File: config.mk
export PLATFORM = sky130hd
export DESIGN_NAME = hfir_mac
export DESIGN_NICKNAME = d
export VERILOG_FILES = /design/src/design/hfir_pkg.sv /design/src/design/hfir_mac.sv
export SDC_FILE = /design/constraint.sdc
export NUM_CORES = 2
export LEC_CHECK = 0
export BUFFER_PORTS_ARGS = -buffer_cell sky130_fd_sc_hd__buf_4
export CAP_MARGIN = 5
export CORE_MARGIN = 10
export CORE_UTILIZATION = 40
export DETAILED_ROUTE_END_ITERATION = 16
export HOLD_SLACK_MARGIN = 0.05
export PLACE_DENSITY = 0.54
export SYNTH_ARGS = -nofsm -noshare
export SYNTH_HDL_FRONTEND = slang
export SYNTH_SLANG_ARGS = --single-unit
File: constraint.sdc
create_clock -name i_clk -period 9.65 [get_ports i_clk]
set_input_delay 2.895 -clock i_clk [delete_from_list [all_inputs] [get_ports i_clk]]
set_output_delay 2.895 -clock i_clk [all_outputs]
set_load 0.1 [all_outputs]
File: src/design/hfir_pkg.sv
// Shared types and constants for the Hilbert FIR I/Q splitter.
// Used by the ring cells, the ring, the multiply-accumulate unit and the top level.
// No dependencies.
package hfir_pkg;

    localparam int TAPS        = 255;
    localparam int COEFF_BITS  = 18;
    localparam int SAMPLE_W    = 32;
    localparam int IDX_W       = 8;
    localparam int GROUP_DELAY = (TAPS - 1) / 2;
    localparam int PROD_W      = SAMPLE_W + COEFF_BITS;
    localparam int CNT_W       = $clog2(TAPS);
    localparam int ACC_W       = PROD_W + $clog2(TAPS + 1);
    localparam int RSHIFT      = COEFF_BITS - 1;

    localparam logic [ACC_W-1:0]    RND_ADD = ACC_W'(1) << (RSHIFT - 1);
    localparam logic [SAMPLE_W-1:0] Q_MAX   = {1'b0, {(SAMPLE_W-1){1'b1}}};
    localparam logic [SAMPLE_W-1:0] Q_MIN   = {1'b1, {(SAMPLE_W-1){1'b0}}};

    localparam logic OP_PROCESS = 1'b0;
    localparam logic OP_LOAD    = 1'b1;

    typedef enum logic [1:0] {
        ST_IDLE,
        ST_RUN,
        ST_FLUSH,
        ST_DONE
    } t_state;

    typedef struct packed {
        logic shift_in;
        logic rotate;
        logic load;
    } t_ring_ctrl;

    typedef struct packed {
        logic clear;
        logic mul_en;
    } t_mac_ctrl;

endpackage

File: src/design/hfir_mac.sv
// Shared multiply-accumulate unit with round-half-up and saturation to Q1.31.
// Depends on hfir_pkg.
module hfir_mac
    import hfir_pkg::*;
(
    input  logic                  i_clk,
    input  logic                  i_rst_n,
    input  t_mac_ctrl             i_ctrl,
    input  logic [SAMPLE_W-1:0]   i_hist,
    input  logic [COEFF_BITS-1:0] i_coef,
    output logic [SAMPLE_W-1:0]   o_result
);

    logic signed [SAMPLE_W-1:0]   w_x;
    logic signed [COEFF_BITS-1:0] w_h;
    logic signed [PROD_W-1:0]     w_prod;
    logic signed [PROD_W-1:0]     r_prod;
    logic                         r_prod_vld;
    logic signed [ACC_W-1:0]      r_acc;
    logic signed [ACC_W-1:0]      w_rnd;
    logic signed [ACC_W-1:0]      w_sh;
    logic [ACC_W-SAMPLE_W:0]      w_top;

    assign w_x    = signed'(i_hist);
    assign w_h    = signed'(i_coef);
    assign w_prod = w_x * w_h;

    always_ff @(posedge i_clk) begin
        if (!i_rst_n) begin
            r_prod_vld <= 1'b0;
        end else begin
            r_prod_vld <= i_ctrl.mul_en;
        end
    end

    always_ff @(posedge i_clk) begin
        if (i_ctrl.mul_en) begin
            r_prod <= w_prod;
        end
        if (i_ctrl.clear) begin
            r_acc <= '0;
        end else if (r_prod_vld) begin
            r_acc <= r_acc + ACC_W'(r_prod);
        end
    end

    assign w_rnd = r_acc + signed'(RND_ADD);
    assign w_sh  = w_rnd >>> RSHIFT;
    assign w_top = w_sh[ACC_W-1:SAMPLE_W-1];

    // The value fits when every bit above the Q1.31 range copies its sign.
    always_comb begin
        if ((&w_top) || !(|w_top)) begin
            o_result = w_sh[SAMPLE_W-1:0];
        end else if (w_sh[ACC_W-1]) begin
            o_result = Q_MIN;
        end else begin
            o_result = Q_MAX;
        end
    end

endmodule

==> run metrics <==
Seq/Total Area, Yosys under 10%; DRT iter0 DRCs about 970; count leader, synth inv_1; final setup fails 0; Post-synth EDFFs 50; Port Buffers between 80 and 90; layout cell share with drive strength beyond 1 under 10%; CTS clk-pin slew, worst paths about 60 ps; Synth Instances approximately 3100; Setup CP Type in -> reg; largest net degree at the start of global routing 61; Die Wd around 280 um; critical path cell sequence buf_4, nand2_1, fa_1, fa_1, fa_1, inv_1, fa_1, fa_1, inv_1, fa_1, inv_1, ha_1, a21oi_1, o21ai_0, o41ai_1, a21oi_1, a21oi_1, o21ai_0, o41a_1, a21bo_2, a21o_1, a21oi_1, xnor2_1; Worst path most repeated cell fa_1; post-synthesis cell type count 76; CP delay by family, top adder cells; post-synthesis instance area approximately 27000 um^2; final-report hold violation count 0; Root Driver clkbuf_16; Synth area leaders fa_1, inv_1, ha_1; commonest cells in the netlist inv_1, fa_1, nand2_1; Slew @ Worst Pin 1023 ps; post-CTS setup buffers 0; number of global-route vias before repair 22330; synth warn 0; drt wl/cell between 15 and 20 um; H-tree Lvls 3; nets@finish between 3000 and 4000; Yosys reg bits approximately 110; Die Y about 280 um; Vias/cell about 5.1; cell taking the most area after synthesis fa_1; initial antenna violation count 0; buffer and inverter count on the worst path 4; post-CTS sizing 0; Worst-Skew Late Latency approximately 370 ps; Slew headroom 31.74%; Total Wirelength 71790 um; Critical Path Start Type input port; gr ovfl total 0; P&R area growth vs syn 6.285%; CP max FO 32; CTS Hold Bufs 0; setup TNS 0 ps; async set-or-reset flop fraction in the synthesized netlist 0%; Mean Syn Cell Area about 9 um^2; Main synth FF type dfxtp_1; min-delay worst type reg -> reg; Initial Utilization 40.56%; crit end category flop; CTS max path bufs 2; # DRC 0; period utilisation layout 93.94%; share of the synthesized area in the top cell type 40.43%; Worst path max stage delay 540 ps; first-pass GRT wire length 119900 um; DIE AREA slightly below 80000 um^2; max_cap viols 0; GRT Total Usage around a fifth; clock skew approximately 11 ps; CTS tree built; Syn Nets slightly below 4000; gpl congestion around 0.89; Max Slew Vio Count 0; ant diodes 0; CP arrival between 9000 and 10000 ps; core footprint approximately 68000 um^2; drt first pass iters 5; status finished clean; clock sinks between 100 and 150; min cycle time layout 9066 ps; total CTS buffers 9; Max stage delay cell, worst path fa_1; WP data required 9760 ps; DP HPWL between 50000 and 60000 um; vias between 20000 and 25000; Max Freq roughly 0.11 GHz; Top-Level Pins 86; Routed Antenna Nets 0; RSZ-0062 raised after global routing no; num rows 95
## sequential cells by signal, summed over array words and instances (netlist names)
register,count
r_prod,50
r_acc,58
r_prod_vld,1
## metrics by stage
stage	worst slack [ps]	std cells	hold slack (ps)	util (%)	instance area, um^2
floorplan	477.5	3123	462.6	-	27430
global placement	325.2	3963	477.3	42.64	28840
detailed placement	262.0	3963	494.2	42.64	28840
CTS	653.3	3979	509.6	43.11	29160
global route	233.3	3979	543.8	43.11	29160
finish	584.3	3979	502.8	43.11	29160
## layout make-up
type | instances | area [um^2]
clock buffer | 13 | 304.0
clock inverter | 3 | 12.51
fill | 6619 | 38480
inverter | 655 | 2459
multi-input combinational | 2213 | 21740
sequential | 109 | 2684
tap | 873 | 1092
timing repair buffer | 113 | 860.8
## cells by family after synthesis
family	share of synthesized area (%)
multiplexers	1.391
AO/OA/AOI/OAI	8.639
XOR/XNOR	4.470
AND/OR/NAND/NOR	16.15
adder cells (fa/ha/maj)	48.60
buffers and inverters	10.98
flip-flops	9.779
## placed cells by master, fill, tap and decap left out, types with 4 or more instances in the layout
master,Yosys,final
and3_1,19,19
o211ai_1,5,5
or3_1,7,7
a31oi_1,8,8
dfxtp_1,59,58
nor3_1,10,10
a21o_1,60,60
o31ai_1,7,7
clkbuf_16,0,12
nor4_1,4,4
nand2b_1,19,19
a311oi_1,4,4
o21a_1,9,9
o21bai_1,10,9
nand4_1,33,33
nand2_1,416,416
nand3_1,37,37
a211oi_1,11,11
xnor2_1,78,78
nor2b_1,7,7
mux2i_1,37,37
edfxtp_1,50,50
and2_1,225,225
xor2_1,62,62
o21ai_0,61,61
inv_1,654,654
a21oi_1,139,139
and4_1,4,4
ha_1,179,179
fa_1,554,554
buf_4,0,112
nor2_1,139,138
o22ai_1,8,8
## worst paths after layout
path,slack (ps),end,cells past startpoint,from
hold / removal,500,r_acc[0],2,r_acc[0]
hold reg to reg,500,r_acc[0],2,r_acc[0]
setup reg to reg,5820,r_acc[56],14,r_prod[0]
setup / recovery,580,r_prod[32],23,i_coef[3]
## worst reg2reg max path, stage by stage, from the launching register on
cell and delay, ps:
edfxtp_1 340, ha_1 180, inv_1 60, fa_1 400, nand2b_1 200, a211oi_1 330, o221ai_1 300, o31ai_2 530
a21oi_2 210, o31ai_4 350, a21oi_2 190, o211ai_1 230, o211ai_1 150, xor2_1 160, o21ai_0 140
## per-layer routing
| metal | vias up | GRT usage (%) | routed length, um |
|---|---|---|---|
| met5 | - | 0 | 0 |
| met4 | 0 | 4.429 | 1284 |
| met1 | 10330 | 26.58 | 34060 |
| li1 | 9495 | - | - |
| met3 | 66 | 3.083 | 4419 |
| met2 | 538 | 29.63 | 32030 |
Power is not shown: default switching activity piles up to over one toggle a cycle in this logic, so the estimate is an artifact.
